[config.mk]
export PLATFORM = sky130hd
export DESIGN_NAME = murmur64a_hash_64_unit_flat
export DESIGN_NICKNAME = d
export VERILOG_FILES = /design/src/rtl/core/mm64_pkg.sv /design/src/rtl/core/mm64_if.sv /design/src/rtl/core/murmur64a_hash_64_unit.sv /design/src/rtl/core/mm64_mul.sv /design/src/rtl/core/mm64_queue.sv /design/src/rtl/core/mm64_front.sv /design/src/rtl/core/mm64_back.sv /design/src/flat_wrapper.sv
export VERILOG_INCLUDE_DIRS = /design/src /design/src/rtl/core
export SDC_FILE = /design/constraint.sdc
export NUM_CORES = 2
export LEC_CHECK = 0
export BUFFER_PORTS_ARGS = -buffer_cell sky130_fd_sc_hd__buf_2
export CELL_PAD_IN_SITES_DETAIL_PLACEMENT = 1
export CELL_PAD_IN_SITES_GLOBAL_PLACEMENT = 2
export CORE_ASPECT_RATIO = 1.2
export CORE_MARGIN = 1
export CORE_UTILIZATION = 35
export DETAILED_ROUTE_END_ITERATION = 6
export GPL_ROUTABILITY_DRIVEN = 0
export PLACE_DENSITY = 0.75
export SYNTH_ARGS = -nofsm -noshare
export SYNTH_HDL_FRONTEND = slang
export SYNTH_SLANG_ARGS = --single-unit
[constraint.sdc]
create_clock -name clk -period 9.3 [get_ports clk]
set_input_delay 1.86 -clock clk [delete_from_list [all_inputs] [get_ports clk]]
set_output_delay 1.86 -clock clk [all_outputs]
set_load 0.03 [all_outputs]
[src/rtl/core/assert_macros.svh]
// ----------------------------------------------------------------------------
// assert_macros.svh
// Concurrent assertion shorthands for the RTL.
// ----------------------------------------------------------------------------
`ifndef ASSERT_MACROS_SVH
`define ASSERT_MACROS_SVH

// same-cycle implication, disabled in reset
`define ASSERT_IMPL(lbl, clk_s, rst_s, ante, cons, msg) \
  lbl: assert property (@(posedge clk_s) disable iff (rst_s) (ante) |-> (cons)) \
    else $error(msg);

// next-cycle implication, disabled in reset
`define ASSERT_NEXT(lbl, clk_s, rst_s, ante, cons, msg) \
  lbl: assert property (@(posedge clk_s) disable iff (rst_s) (ante) |=> (cons)) \
    else $error(msg);

`endif

[src/rtl/core/mm64_pkg.sv]
// ----------------------------------------------------------------------------
// mm64_pkg
// Types, constants and helpers for the MurmurHash64A unit.
// ----------------------------------------------------------------------------
package mm64_pkg;

  localparam logic [63:0] MIX_MUL   = 64'hc6a4a7935bd1e995;
  localparam logic [31:0] MIX_LO    = MIX_MUL[31:0];
  localparam logic [31:0] MIX_HI    = MIX_MUL[63:32];
  localparam int unsigned MIX_SHIFT = 47;

  localparam int unsigned QUEUE_DEPTH = 2;
  localparam int unsigned QUEUE_AW    = $clog2(QUEUE_DEPTH);

  typedef enum logic [1:0] {
    WK_NONE,
    WK_TAIL,
    WK_FULL
  } word_kind_t;

  typedef struct packed {
    logic [63:0] word;   // tail words already masked
    word_kind_t  kind;
    logic        first;
    logic        last;
    logic [31:0] total;
  } item_t;

  typedef enum logic [2:0] {
    BK_IDLE,
    BK_LOAD,
    BK_SEED,
    BK_K1,
    BK_K2,
    BK_HM,
    BK_FM,
    BK_EMIT
  } bk_state_t;

  typedef struct packed {
    logic idle;
    logic emit;
  } bk_status_t;

  function automatic logic [63:0] xs47(input logic [63:0] x);
    return x ^ (x >> MIX_SHIFT);
  endfunction

endpackage

[src/rtl/core/mm64_if.sv]
// ----------------------------------------------------------------------------
// mm64_if
// Request and result channels of the MurmurHash64A unit.
// ----------------------------------------------------------------------------
interface mm64_req_if;
  logic        valid;
  logic        ready;
  logic [63:0] data_word;
  logic [3:0]  bytes_valid;
  logic        first_item;
  logic        last_item;
  logic [31:0] total_length;

  modport source (
    output valid, data_word, bytes_valid, first_item, last_item, total_length,
    input  ready
  );
  modport sink (
    input  valid, data_word, bytes_valid, first_item, last_item, total_length,
    output ready
  );
endinterface

interface mm64_res_if;
  logic        valid;
  logic        ready;
  logic [63:0] hash_value;
  logic        malformed;

  modport source (output valid, hash_value, malformed, input ready);
  modport sink (input valid, hash_value, malformed, output ready);
endinterface

[src/rtl/core/murmur64a_hash_64_unit.sv]
// ----------------------------------------------------------------------------
// murmur64a_hash_64_unit
// Streaming MurmurHash64A over little-endian 64-bit words.
// ----------------------------------------------------------------------------
// Each request carries one message word; the request flagged last returns
// the finished hash and a malformed flag. A front stage masks and sorts the
// words into a two-entry queue, so requests keep flowing while the back end
// works. The back end runs every 64-bit multiply by the mix constant on one
// shared 32x32 multiplier, three partial products per multiply. A full word
// needs three multiplies, a partial word one and an empty word none; one
// more comes when a request starts a message and one more when it ends one.
// The seed may be written only while idle.
module murmur64a_hash_64_unit (
  input  logic        clk,
  input  logic        rst,
  input  logic        cfg_wr_en,
  input  logic [63:0] cfg_wr_data,
  mm64_req_if.sink    msg,
  mm64_res_if.source  result
);
  import mm64_pkg::*;
  `include "assert_macros.svh"

  logic        [63:0] hash_seed;
  logic               f_valid;
  item_t              f_item;
  logic               q_ready;
  logic               q_valid;
  item_t              q_item;
  logic               q_pop;
  bk_status_t         bk_st;
  logic        [63:0] bk_hash;
  logic               bk_bad;
  logic               res_valid;
  logic               out_free;

  always_ff @(posedge clk) begin
    if (rst) begin
      hash_seed <= '0;
    end else if (cfg_wr_en) begin
      hash_seed <= cfg_wr_data;
    end
  end

  mm64_front u_front (
    .clk     (clk),
    .rst     (rst),
    .msg     (msg),
    .q_ready (q_ready),
    .f_valid (f_valid),
    .f_item  (f_item)
  );

  mm64_queue u_queue (
    .clk       (clk),
    .rst       (rst),
    .push      (f_valid && q_ready),
    .push_item (f_item),
    .ready     (q_ready),
    .pop       (q_pop),
    .valid     (q_valid),
    .pop_item  (q_item)
  );

  mm64_back u_back (
    .clk      (clk),
    .rst      (rst),
    .seed     (hash_seed),
    .q_valid  (q_valid),
    .q_item   (q_item),
    .q_pop    (q_pop),
    .out_free (out_free),
    .status   (bk_st),
    .fin_hash (bk_hash),
    .bad      (bk_bad)
  );

  // result register
  assign out_free     = !res_valid || result.ready;
  assign result.valid = res_valid;

  always_ff @(posedge clk) begin
    if (rst) begin
      res_valid <= 1'b0;
    end else if (bk_st.emit) begin
      res_valid <= 1'b1;
    end else if (result.ready) begin
      res_valid <= 1'b0;
    end
  end

  always_ff @(posedge clk) begin
    if (bk_st.emit) begin
      result.hash_value <= bk_hash;
      result.malformed  <= bk_bad;
    end
  end

  `ASSERT_IMPL(a_emit_free, clk, rst, bk_st.emit, !res_valid || result.ready, "result overwritten")
  `ASSERT_NEXT(a_emit_shows, clk, rst, bk_st.emit, result.valid && result.hash_value == $past(bk_hash), "result not presented")
  `ASSERT_IMPL(a_pop_idle, clk, rst, q_pop, bk_st.idle && q_valid, "queue popped while busy")

endmodule

[src/rtl/core/mm64_mul.sv]
// ----------------------------------------------------------------------------
// mm64_mul
// Multiply by the mix constant mod 2^64, one 32x32 partial product a cycle.
// ----------------------------------------------------------------------------
module mm64_mul (
  input  logic        clk,
  input  logic        rst,
  input  logic        start,
  input  logic [63:0] operand,
  output logic        done,
  output logic [63:0] result
);
  import mm64_pkg::*;

  logic [1:0]  step;
  logic [63:0] a_r;
  logic [63:0] acc;
  logic [31:0] ma;
  logic [31:0] mb;
  logic [63:0] prod;

  // step 0: lo*lo full, step 1: lo*hi upper half, step 2: hi*lo upper half
  always_comb begin
    case (step)
      2'd0:    ma = operand[31:0];
      2'd1:    ma = a_r[31:0];
      default: ma = a_r[63:32];
    endcase
    mb   = (step == 2'd1) ? MIX_HI : MIX_LO;
    prod = 64'(ma) * 64'(mb);
  end

  always_ff @(posedge clk) begin
    if (rst) begin
      step <= 2'd0;
      done <= 1'b0;
    end else begin
      done <= 1'b0;
      case (step)
        2'd0: if (start) step <= 2'd1;
        2'd1: step <= 2'd2;
        2'd2: begin
          step <= 2'd0;
          done <= 1'b1;
        end
        default: step <= 2'd0;
      endcase
    end
  end

  always_ff @(posedge clk) begin
    if (step == 2'd0) begin
      if (start) begin
        a_r <= operand;
        acc <= prod;
      end
    end else begin
      acc[63:32] <= acc[63:32] + prod[31:0];
    end
  end

  assign result = acc;

endmodule

[src/rtl/core/mm64_queue.sv]
// ----------------------------------------------------------------------------
// mm64_queue
// Short FIFO of classified words between front and back.
// ----------------------------------------------------------------------------
module mm64_queue (
  input  logic            clk,
  input  logic            rst,
  input  logic            push,
  input  mm64_pkg::item_t push_item,
  output logic            ready,
  input  logic            pop,
  output logic            valid,
  output mm64_pkg::item_t pop_item
);
  import mm64_pkg::*;

  item_t               slots [QUEUE_DEPTH];
  logic [QUEUE_AW-1:0] wr_ptr;
  logic [QUEUE_AW-1:0] rd_ptr;
  logic [QUEUE_AW:0]   count;

  assign ready    = (count != (QUEUE_AW+1)'(QUEUE_DEPTH));
  assign valid    = (count != '0);
  assign pop_item = slots[rd_ptr];

  function automatic logic [QUEUE_AW-1:0] bump(input logic [QUEUE_AW-1:0] p);
    return (p == QUEUE_AW'(QUEUE_DEPTH - 1)) ? '0 : p + 1'b1;
  endfunction

  always_ff @(posedge clk) begin
    if (rst) begin
      wr_ptr <= '0;
      rd_ptr <= '0;
      count  <= '0;
    end else begin
      if (push) wr_ptr <= bump(wr_ptr);
      if (pop)  rd_ptr <= bump(rd_ptr);
      if (push && !pop)      count <= count + 1'b1;
      else if (pop && !push) count <= count - 1'b1;
    end
  end

  always_ff @(posedge clk) begin
    if (push) slots[wr_ptr] <= push_item;
  end

endmodule

[src/rtl/core/mm64_front.sv]
// ----------------------------------------------------------------------------
// mm64_front
// Takes requests, sorts each word as full, tail or empty and masks tails.
// ----------------------------------------------------------------------------
module mm64_front (
  input  logic            clk,
  input  logic            rst,
  mm64_req_if.sink        msg,
  input  logic            q_ready,
  output logic            f_valid,
  output mm64_pkg::item_t f_item
);
  import mm64_pkg::*;

  item_t       cls;
  logic [63:0] tail_mask;

  assign msg.ready = !f_valid || q_ready;

  always_comb begin
    tail_mask = ~(64'hFFFF_FFFF_FFFF_FFFF << {msg.bytes_valid[2:0], 3'b000});
    cls.first = msg.first_item;
    cls.last  = msg.last_item;
    cls.total = msg.total_length;
    // counts of eight or more count as a full word
    if (msg.bytes_valid[3]) begin
      cls.kind = WK_FULL;
      cls.word = msg.data_word;
    end else if (msg.bytes_valid[2:0] == 3'd0) begin
      cls.kind = WK_NONE;
      cls.word = msg.data_word;
    end else begin
      cls.kind = WK_TAIL;
      cls.word = msg.data_word & tail_mask;
    end
  end

  always_ff @(posedge clk) begin
    if (rst) begin
      f_valid <= 1'b0;
    end else if (msg.ready) begin
      f_valid <= msg.valid;
    end
  end

  always_ff @(posedge clk) begin
    if (msg.valid && msg.ready) f_item <= cls;
  end

endmodule

[src/rtl/core/mm64_back.sv]
// ----------------------------------------------------------------------------
// mm64_back
// Sequencer that runs the word mix, hash update and finish on one multiplier.
// ----------------------------------------------------------------------------
module mm64_back (
  input  logic                 clk,
  input  logic                 rst,
  input  logic [63:0]          seed,
  input  logic                 q_valid,
  input  mm64_pkg::item_t      q_item,
  output logic                 q_pop,
  input  logic                 out_free,
  output mm64_pkg::bk_status_t status,
  output logic [63:0]          fin_hash,
  output logic                 bad
);
  import mm64_pkg::*;

  bk_state_t   state;
  bk_state_t   state_next;
  item_t       cur;
  logic [63:0] h;
  logic [63:0] h_cur;
  logic        bad_next;
  logic        mul_start;
  logic [63:0] mul_op;
  logic        mul_done;
  logic [63:0] mul_res;
  logic        fin_load;
  logic        word_go;
  logic        fin_go;
  bk_state_t   word_dst;

  mm64_mul u_mul (
    .clk     (clk),
    .rst     (rst),
    .start   (mul_start),
    .operand (mul_op),
    .done    (mul_done),
    .result  (mul_res)
  );

  // hash as it stands after this cycle's update
  always_comb begin
    h_cur = h;
    if (state == BK_SEED && mul_done) h_cur = seed ^ mul_res;
    if (state == BK_HM && mul_done)   h_cur = mul_res;
  end

  assign word_go = (state == BK_LOAD && !cur.first) || (state == BK_SEED && mul_done);
  assign fin_go  = (word_go && cur.kind == WK_NONE) || (state == BK_HM && mul_done);

  always_comb begin
    case (cur.kind)
      WK_FULL: word_dst = BK_K1;
      WK_TAIL: word_dst = BK_HM;
      default: word_dst = cur.last ? BK_FM : BK_IDLE;
    endcase
  end

  // next state
  always_comb begin
    state_next = state;
    unique case (state)
      BK_IDLE: if (q_valid) state_next = BK_LOAD;
      BK_LOAD: state_next = cur.first ? BK_SEED : word_dst;
      BK_SEED: if (mul_done) state_next = word_dst;
      BK_K1:   if (mul_done) state_next = BK_K2;
      BK_K2:   if (mul_done) state_next = BK_HM;
      BK_HM:   if (mul_done) state_next = cur.last ? BK_FM : BK_IDLE;
      BK_FM:   if (mul_done) state_next = BK_EMIT;
      BK_EMIT: if (out_free) state_next = BK_IDLE;
      default: state_next = BK_IDLE;
    endcase
  end

  // outputs
  always_comb begin
    q_pop       = 1'b0;
    mul_start   = 1'b0;
    mul_op      = cur.word;
    fin_load    = 1'b0;
    status.emit = 1'b0;
    status.idle = (state == BK_IDLE);
    bad_next    = bad;
    unique case (state)
      BK_IDLE: q_pop = q_valid;
      BK_LOAD: begin
        if (cur.first) begin
          mul_start = 1'b1;
          mul_op    = {32'd0, cur.total};
        end
      end
      BK_SEED: if (mul_done) bad_next = 1'b0;
      BK_K1: begin
        if (mul_done) begin
          mul_start = 1'b1;
          mul_op    = xs47(mul_res);
        end
      end
      BK_K2: begin
        if (mul_done) begin
          mul_start = 1'b1;
          mul_op    = h ^ mul_res;
        end
      end
      BK_HM: if (mul_done && cur.kind == WK_TAIL && !cur.last) bad_next = 1'b1;
      BK_FM:   fin_load = mul_done;
      BK_EMIT: status.emit = out_free;
      default: ;
    endcase
    if (word_go && cur.kind == WK_FULL) begin
      mul_start = 1'b1;
      mul_op    = cur.word;
    end else if (word_go && cur.kind == WK_TAIL) begin
      mul_start = 1'b1;
      mul_op    = h_cur ^ cur.word;
    end
    if (fin_go && cur.last) begin
      mul_start = 1'b1;
      mul_op    = xs47(h_cur);
    end
  end

  always_ff @(posedge clk) begin
    if (rst) begin
      state <= BK_IDLE;
      h     <= '0;
      bad   <= 1'b0;
    end else begin
      state <= state_next;
      h     <= h_cur;
      bad   <= bad_next;
    end
  end

  always_ff @(posedge clk) begin
    if (q_pop)    cur      <= q_item;
    if (fin_load) fin_hash <= xs47(mul_res);
  end

endmodule

[src/flat_wrapper.sv]
// flat-port wrapper written by rule: the top's interface ports become plain ports
module murmur64a_hash_64_unit_flat import mm64_pkg::*;
  (clk, rst, cfg_wr_en, cfg_wr_data, msg_valid, msg_data_word, msg_bytes_valid, msg_first_item, msg_last_item, msg_total_length, msg_ready, result_valid, result_hash_value, result_malformed, result_ready);
  mm64_req_if msg_i ();
  mm64_res_if result_i ();
  input  logic clk;
  input  logic rst;
  input  logic cfg_wr_en;
  input  logic [63:0] cfg_wr_data;
  input wire logic [$bits(msg_i.valid)-1:0] msg_valid;
  input wire logic [$bits(msg_i.data_word)-1:0] msg_data_word;
  input wire logic [$bits(msg_i.bytes_valid)-1:0] msg_bytes_valid;
  input wire logic [$bits(msg_i.first_item)-1:0] msg_first_item;
  input wire logic [$bits(msg_i.last_item)-1:0] msg_last_item;
  input wire logic [$bits(msg_i.total_length)-1:0] msg_total_length;
  output wire logic [$bits(msg_i.ready)-1:0] msg_ready;
  output wire logic [$bits(result_i.valid)-1:0] result_valid;
  output wire logic [$bits(result_i.hash_value)-1:0] result_hash_value;
  output wire logic [$bits(result_i.malformed)-1:0] result_malformed;
  input wire logic [$bits(result_i.ready)-1:0] result_ready;
  assign msg_i.valid = msg_valid;
  assign msg_i.data_word = msg_data_word;
  assign msg_i.bytes_valid = msg_bytes_valid;
  assign msg_i.first_item = msg_first_item;
  assign msg_i.last_item = msg_last_item;
  assign msg_i.total_length = msg_total_length;
  assign msg_ready = msg_i.ready;
  assign result_valid = result_i.valid;
  assign result_hash_value = result_i.hash_value;
  assign result_malformed = result_i.malformed;
  assign result_i.ready = result_ready;
  murmur64a_hash_64_unit u_core (.clk(clk), .rst(rst), .cfg_wr_en(cfg_wr_en), .cfg_wr_data(cfg_wr_data), .msg(msg_i), .result(result_i));
endmodule
# [After elaboration in Yosys (flattened, before gate mapping)]
# Memory sizes are Yosys's and may differ from the RTL's. A register that Yosys moved wholly into a read port is not among the register bits.
# Index checks and enable logic that the tools add are counted.
[totals] ff_bits=498 ram_bits=200 input_bits=171 memories=1
[op_classes] add_sub_neg=5 n_mul=1 n_eq_ne=21 shifts=1 muxes=49 n_bitwise=7 reduce_logical=35
[memory_table] memory="u_core.u_queue.slots" words=2 width=100 read_ports=1 rd_ports_with_merged_regs=1 wr=1 line_no="mm64_queue.sv:17" text="item_t slots [QUEUE_DEPTH];"
[op_table] cell="$mux W64" n=9
[op_table] cell="$pmux W64 S3" n=1
[op_table] cell="$xor A64 B64 Y64" n=3
[op_table] cell="$mux W66" n=2
[op_table] cell="$xor A64 B17 Y64" n=2
[op_table] cell="$and A64 B64 Y64" n=1
[op_table] cell="$mul A32 B32 Y64" n=1
[op_table] cell="$mux W32" n=2
[op_table] cell="$not A64 Y64" n=1
[op_table] cell="$pmux W32 S2" n=1
[op_table] cell="$shl A64 B6 Y64 const A" n=1
[op_table] cell="$add A32 B32 Y32" n=1
[op_table] cell="$mux W3" n=9
[op_table] cell="$pmux W3 S8" n=1
[op_table] cell="$mux W1" n=17
[op_table] cell="$logic_and A1 B1 Y1" n=13
[op_table] cell="$eq A3 B3 Y1 const B" n=4
[op_table] cell="$ne A2 B1 Y1 const B" n=6
[op_table] cell="$ne A2 B2 Y1 const B" n=4
[op_table] cell="$reduce_bool A2 Y1" n=4
[op_table] cell="$reduce_and A7 Y1" n=1
[op_table] cell="$eq A3 B2 Y1 const B" n=2
[op_table] cell="$logic_not A1 Y1" n=6
[op_table] cell="$logic_not A3 Y1" n=2
[op_table] cell="15 further kinds" n=25

# [Logic depth before layout (Yosys ltp)]
[depth] word_depth=12 depth_mapped=45 mapped_depth_nobuf=43

# [Cells and area by module]
# A second synthesis with hierarchy kept.
[unflattened] cells_unflattened=5230 area_unflattened_um2=59238.1
[by_module_without_submodules] mod="mm64_mul" instances=1 cells_each=3035 area_per_inst_um2=30745.7 seq_area_each_um2=3903.7
[by_module_without_submodules] mod="mm64_back" instances=1 cells_each=1383 area_per_inst_um2=13098.8 seq_area_each_um2=6286.0
[by_module_without_submodules] mod="mm64_queue" instances=1 cells_each=333 area_per_inst_um2=7459.7 seq_area_each_um2=6105.9
[by_module_without_submodules] mod="murmur64a_hash_64_unit" instances=1 cells_each=276 area_per_inst_um2=4290.4 seq_area_each_um2=3253.1
[by_module_without_submodules] mod="mm64_front" instances=1 cells_each=203 area_per_inst_um2=3643.5 seq_area_each_um2=3022.9

# [Worst setup path after synthesis]
# No wires, ideal clock.
[synth_path] path_kind="reg-to-reg" from="register, netlist name u_core.u_back.cur[33]" to="register u_core.u_back.u_mul.acc[61] (netlist: u_core.u_back.u_mul.result[61]) (data pin)" setup_time_ns=0.275 arrival_time_ns=9.717 t_required_ns=9.025 slack_ns=-0.692 path_stages_with_launch=43 synth_period_minus_slack_ns=9.992 cell_sequence="edfxtp_1 > buf_2 > or3b_4 > a211o_1 > buf_6 > buf_6 > o31a_1 > o221ai_1 > o21ai_1 > nor2_1 > a21oi_1 > o21ai_1 > ha_1 > inv_1 > fa_1 > inv_1 > fa_1 > inv_1 > [... 7 more ...] > fa_1 > ha_1 > nand2_1 > o21ai_0 > nor2_1 > o31ai_2 > xor2_1 > ha_1 > nand2_1 > nor2_1 > o211ai_1 > a31oi_1 > o211ai_1 > a31oi_1 > a21oi_1 > nor3b_1 > o31ai_1 > nand3_1"
[synth_via] elab_chain_len=11 elab_cells_between_ends=18
[synth_rtl] item="branches (longest 6 deep; another with $mux W64)"
[synth_rtl] item="$mux W64 (*)" line_no="mm64_back.sv:119" text="if (fin_go && cur.last) begin"
[synth_rtl] item="$pmux W32 S2 (*)" line_no="mm64_mul.sv:24" text="case (step)"
[synth_rtl] item="$mul A32 B32 Y64 (*)" line_no="mm64_mul.sv:30" text="prod = 64'(ma) * 64'(mb);"
[synth_rtl] item="named net u_core.u_back.u_mul.prod[20]" line_no="mm64_mul.sv:20" text="logic [63:0] prod;"
[synth_rtl] item="$add A32 B32 Y32 (*)" line_no="mm64_mul.sv:58" text="acc[63:32] <= acc[63:32] + prod[31:0];"
[synth_rtl] item="$mux W32 (*)" line_no="mm64_mul.sv:52" text="if (step == 2'd0) begin"
[synth_rtl] item="to (signal assigned)" line_no="mm64_mul.sv:55" text="acc <= prod;"
[synth_rtl] item="to (signal assigned)" line_no="mm64_mul.sv:58"
[synth_rtl] item="to (decl)" line_no="mm64_mul.sv:17" text="logic [63:0] acc;"
# Mark *: on every way through the listed nets, which the timed path passes. The select of a mux whose other input is x is not followed.
# A chain may end at the register's enable or synchronous reset.

# [Worst setup path in the final report]
[layout_path] from="register u_core.u_back.state[2]" to="register u_core.u_back.u_mul.acc[63] (netlist: u_core.u_back.u_mul.result[63]) (data pin)"
[layout_via] elab_chain_len=12 elab_cells_between_ends=27
[layout_rtl] item="from (decl)" line_no="mm64_back.sv:19" text="bk_state_t state;"
[layout_rtl] item="from (signal assigned)" line_no="mm64_back.sv:131" text="state <= state_next;"
[layout_rtl] item="$eq A3 B2 Y1" line_no="mm64_back.sv:46, mm64_back.sv:50"
[layout_rtl] item="$logic_and A1 B1 Y1" line_no="mm64_back.sv:46, mm64_back.sv:50"
[layout_rtl] item="$mux W64" line_no="mm64_back.sv:46" text="if (state == BK_SEED && mul_done) h_cur = seed ^ mul_res;"
[layout_rtl] item="$mux W64" line_no="mm64_back.sv:47" text="if (state == BK_HM && mul_done) h_cur = mul_res;"
[layout_rtl] item="$xor A64 B64 Y64" line_no="mm64_back.sv:117" text="mul_op = h_cur ^ cur.word;"
[layout_rtl] item="$mux W64" line_no="mm64_back.sv:115" text="end else if (word_go && cur.kind == WK_TAIL) begin"
[layout_rtl] item="$mux W64" line_no="mm64_back.sv:112" text="if (word_go && cur.kind == WK_FULL) begin"
[layout_rtl] item="$mux W64 (*)" line_no="mm64_back.sv:119"
[layout_rtl] item="named net u_core.u_back.mul_op[17]" line_no="mm64_back.sv:26" text="logic [63:0] mul_op;"
[layout_rtl] item="$pmux W32 S2 (*)" line_no="mm64_mul.sv:24"
[layout_rtl] item="$mul A32 B32 Y64 (*)" line_no="mm64_mul.sv:30"
[layout_rtl] item="named net u_core.u_back.u_mul.prod[20]" line_no="mm64_mul.sv:20"
[layout_rtl] item="$add A32 B32 Y32 (*)" line_no="mm64_mul.sv:58"
[layout_rtl] item="$mux W32 (*)" line_no="mm64_mul.sv:52"
# Mark *: on every way through the listed nets, which the timed path passes. The rest lies on a longest branch. The select of a mux whose other input is x is not followed.

==> metrics <==
Critical Path End Type=register; total routing resource utilization after global routing=between 20% and 30%; average cell area after synthesis=approximately 11 um^2; first-pass GRT wire length=approximately 350 mm; Worst Max-Slew Pin Slew=just under 1 ns; placement row count=~160; half-perimeter wire length after detailed placement=around 200 mm; ports placed on the boundary=238; register cell area after layout=around 23,000 um^2; detailed-route wire length=between 200 and 250 mm; Std-Cell Core Area=167,000 um^2; critical register-to-register path endpoint=u_core.u_back.u_mul.result[63]; status=finished with violations; top_reg_cell synth=sky130_fd_sc_hd__edfxtp_1; Worst slew margin=a little over a third; Slowest cell on crit path=sky130_fd_sc_hd__fa_1; Achievable Freq=about 100 MHz; setup repair after global routing missed its margin=yes; insertion delay of the later-clocked pin in the worst-skew pair=about 0.76 ns; XOR/XNOR share of the synthesized area=3.02%; worst reg2reg path startpoint=u_core.u_back.state[2]; synthesized flop and latch total=between 700 and 800; DP Cell Count=~8,400; Register-to-Register Setup Slack=-0.71 ns; area enclosed by the die boundary=170,000 um^2; largest fanout on the critical path=8; area fraction in compound gates after synthesis=10.0%; count of nets left with antenna violations after detail routing=0; synthesis-to-finish area growth=29.8%; dominant combinational cell family by area after synthesis=adder cells; multiplexer share of the synthesized area=about 3.4%; Critical Setup Path Class=reg -> reg; # H-tree levels=3; worst clock skew on the final layout=roughly 0.045 ns; Max-cap violations=0; Worst Path Buf+Inv=13; worst min-delay path startpoint=u_core.u_back.fin_hash[53]; Filler Cell Count=approximately 18,000; CTS Sinks=approximately 800; remaining routing DRC violations=0; worst endpoint data arrival time=about 10 ns; cell chosen for the clock root=sky130_fd_sc_hd__clkbuf_16; data required time at the worst endpoint=9.76 ns; share of the core filled with cells in the final layout=45.8%; Final Slew Violations=0; number of library cell types mapped by synthesis=102; DIE HEIGHT=about 450 um; Overflow after GRT=0; Startpoint Class=register; die boundary width=approximately 380 um; antenna violations before repair=13; pin count of the biggest net entering global routing=80; non-filler cells in the finished layout=8,695; Worst Hold Class=reg -> reg; number of global-route vias before repair=around 50,000; net count of the finished layout=~7,600; R2R cell count=46; input/output buffers=between 200 and 250; CTS clk-pin slew, worst paths=0.08 ns; worst hold slack after final layout=approximately 0.42 ns; area occupied by multi-input gates=approximately 35,000 um^2; vias per cell=roughly 5.2; setup violators final=29; proportion of layout cells with a drive suffix above 1=31.5%; failing checks=negative setup slack; post-synthesis adder-cell area fraction=30.7%; simple-gate portion of the synthesized area=under 10%; proportion of register bits with asynchronous set or reset after synthesis=0%; final critical delay including setup and external delays=~10 ns; final worst path period share=108%; depth of the worst hold-timing path=0; Max Buffers Root-to-Sink=3; family of cells with the greatest summed delay on the critical path=adder cells; vias=roughly 46,000; combined area of all synthesized cells=58,800 um^2; CTS buffer count=about 90; number of flops mapped to enable cells by yosys=657; Hold Vio Cnt, Final=0; Initial DRC Count=approximately 3,100; sequential area share after synthesis=a little under two fifths; Warnings, synthesis=0; Gate Count Post-Synth=5,231; wire length per cell after detailed routing=between 20 and 30 um; biggest cell delay along the critical path=just under 0.6 ns; CTS tree=yes; fin worst setup slack=-0.706 ns; end point of the most critical hold path=u_core.result.hash_value[53]; Pre-Repair DR Iteration Count=5; effective utilization at floorplan=around a third
==> flip-flops by register name, indices dropped and copies added (netlist names), 64 cells and up <==
| name | count |
|---|---|
| u_core.hash_seed | 64 |
| u_core.result.hash_value | 64 |
| u_core.u_back.cur | 100 |
| u_core.u_back.fin_hash | 64 |
| u_core.u_back.h | 64 |
| u_core.u_back.u_mul.a_r | 64 |
| u_core.u_back.u_mul.result | 64 |
| u_core.u_front.f_item | 100 |
| u_core.u_queue.slots | 200 |
==> through the flow <==
step	setup WS, ns	TNS, ns	cell area (um^2)
2_1_floorplan	-0.177	-0.299	58900
3_3_place_gp	-1.05	-23.18	69200
3_5_place_dp	-1.19	-28.34	69200
4_1_cts	-0.570	-6.50	74400
5_1_grt	-1.03	-17.88	76300
6_report	-0.706	-9.73	76300
==> Yosys cell counts, types with 14 or more instances <==
| library cell | n | area, um^2 |
|---|---|---|
| sky130_fd_sc_hd__a211oi_1 | 16 | 120 |
| sky130_fd_sc_hd__a21o_1 | 64 | 480 |
| sky130_fd_sc_hd__a21oi_1 | 233 | 1170 |
| sky130_fd_sc_hd__a22oi_1 | 48 | 360 |
| sky130_fd_sc_hd__a31oi_1 | 29 | 181 |
| sky130_fd_sc_hd__and2_1 | 33 | 206 |
| sky130_fd_sc_hd__and3_1 | 18 | 113 |
| sky130_fd_sc_hd__buf_1 | 18 | 67.6 |
| sky130_fd_sc_hd__buf_2 | 35 | 175 |
| sky130_fd_sc_hd__clkbuf_1 | 151 | 567 |
| sky130_fd_sc_hd__dfxtp_1 | 141 | 2820 |
| sky130_fd_sc_hd__edfxtp_1 | 657 | 19700 |
| sky130_fd_sc_hd__fa_1 | 628 | 12600 |
| sky130_fd_sc_hd__ha_1 | 439 | 5490 |
| sky130_fd_sc_hd__inv_1 | 852 | 3200 |
| sky130_fd_sc_hd__mux2_2 | 107 | 1200 |
| sky130_fd_sc_hd__mux2i_1 | 78 | 781 |
| sky130_fd_sc_hd__nand2_1 | 260 | 976 |
| sky130_fd_sc_hd__nand2b_1 | 14 | 87.6 |
| sky130_fd_sc_hd__nand3_1 | 65 | 325 |
| sky130_fd_sc_hd__nand4_1 | 17 | 106 |
| sky130_fd_sc_hd__nor2_1 | 392 | 1470 |
| sky130_fd_sc_hd__nor2b_1 | 100 | 626 |
| sky130_fd_sc_hd__nor3_1 | 21 | 105 |
| sky130_fd_sc_hd__o211ai_1 | 15 | 113 |
| sky130_fd_sc_hd__o21a_1 | 29 | 218 |
| sky130_fd_sc_hd__o21ai_0 | 267 | 1340 |
| sky130_fd_sc_hd__o21ai_1 | 42 | 210 |
| sky130_fd_sc_hd__o221ai_1 | 14 | 123 |
| sky130_fd_sc_hd__o22ai_1 | 46 | 288 |
| sky130_fd_sc_hd__xnor2_1 | 93 | 815 |
| sky130_fd_sc_hd__xor2_1 | 107 | 937 |
==> cells by family (layout without fill, tap and decap cells) <==
family,Yosys count,count (layout)
buf+inv,1076,2292
fa+ha+maj,1067,1067
simple gates,967,968
compound gates,935,935
flops,798,798
xor+xnor,201,201
mux,185,185
other cells,2,8
==> metal layers <==
layer  routed length (um)  global-route usage, %  vias to the layer above
met3                16500                   5.24                      661
met2               116000                   47.1                     1679
met5                   41                      0                        -
met1                89500                   32.4                    23400
met4                23300                   22.8                        6
li1                     -                      -                    19800
==> area by class of cell <==
class                           count  share of cell area (%)
Multi-Input combinational cell   3361                    45.6
Clock buffer                      100                    3.00
Inverter                          856                    4.23
Sequential cell                   798                    29.6
Tap cell                         2241                    3.67
Timing Repair Buffer             1271                    13.0
Antenna cell                        3                 0.00983
Clock inverter                     65                   0.995
==> how the worst max path moves through the flow <==
stage | startpoint | endpoint | slack (ns) | cells past startpoint
6_report | u_core.u_back.state[2] | u_core.u_back.u_mul.result[63] | -0.71 | 46
5_1_grt | u_core.u_back.state[2] | u_core.u_back.u_mul.result[61] | -1.03 | 47
3_5_place_dp | u_core.u_back.state[1] | u_core.u_back.u_mul.result[62] | -1.19 | 44
2_1_floorplan | u_core.u_back.cur[33] | u_core.u_back.u_mul.result[61] | -0.18 | 42
3_3_place_gp | u_core.u_back.state[0] | u_core.u_back.u_mul.result[57] | -1.05 | 35
4_1_cts | u_core.u_back.cur[33] | u_core.u_back.u_mul.result[62] | -0.57 | 37
==> layout by cell type (no fill, tap or decap), types with 22 or more instances in the layout <==
master,instances
sky130_fd_sc_hd__ha_4,62
sky130_fd_sc_hd__a21oi_1,169
sky130_fd_sc_hd__buf_6,61
sky130_fd_sc_hd__buf_12,39
sky130_fd_sc_hd__fa_1,587
sky130_fd_sc_hd__ha_1,371
sky130_fd_sc_hd__o21ai_0,220
sky130_fd_sc_hd__buf_2,235
sky130_fd_sc_hd__a21oi_2,53
sky130_fd_sc_hd__mux2i_1,76
sky130_fd_sc_hd__clkbuf_16,90
sky130_fd_sc_hd__a22oi_1,47
sky130_fd_sc_hd__fa_2,41
sky130_fd_sc_hd__mux2_2,107
sky130_fd_sc_hd__xor2_1,101
sky130_fd_sc_hd__buf_4,920
sky130_fd_sc_hd__nor2b_1,96
sky130_fd_sc_hd__a21o_1,62
sky130_fd_sc_hd__o22ai_1,34
sky130_fd_sc_hd__edfxtp_1,657
sky130_fd_sc_hd__dfxtp_1,134
sky130_fd_sc_hd__nor2_1,364
sky130_fd_sc_hd__inv_2,54
sky130_fd_sc_hd__o21ai_1,44
sky130_fd_sc_hd__xnor2_1,73
sky130_fd_sc_hd__nand2_1,241
sky130_fd_sc_hd__inv_1,798
sky130_fd_sc_hd__a31oi_1,22
sky130_fd_sc_hd__nand3_1,63
sky130_fd_sc_hd__o21ai_2,41
sky130_fd_sc_hd__o21a_1,23
sky130_fd_sc_hd__and2_1,29
==> repair_timing <==
action / in CTS / in global routing
endpoints found under the setup margin: 35 / 35
pin swaps: 148 / 228
gates cloned: 7 / 1
gates resized for setup: 339 / 296
hold buffers: 0 / 0
buffers inserted: 75 / 70
Power is left out: the tool's default activity adds up to more than one toggle a clock period on the data nets, which glitch-free logic cannot reach.
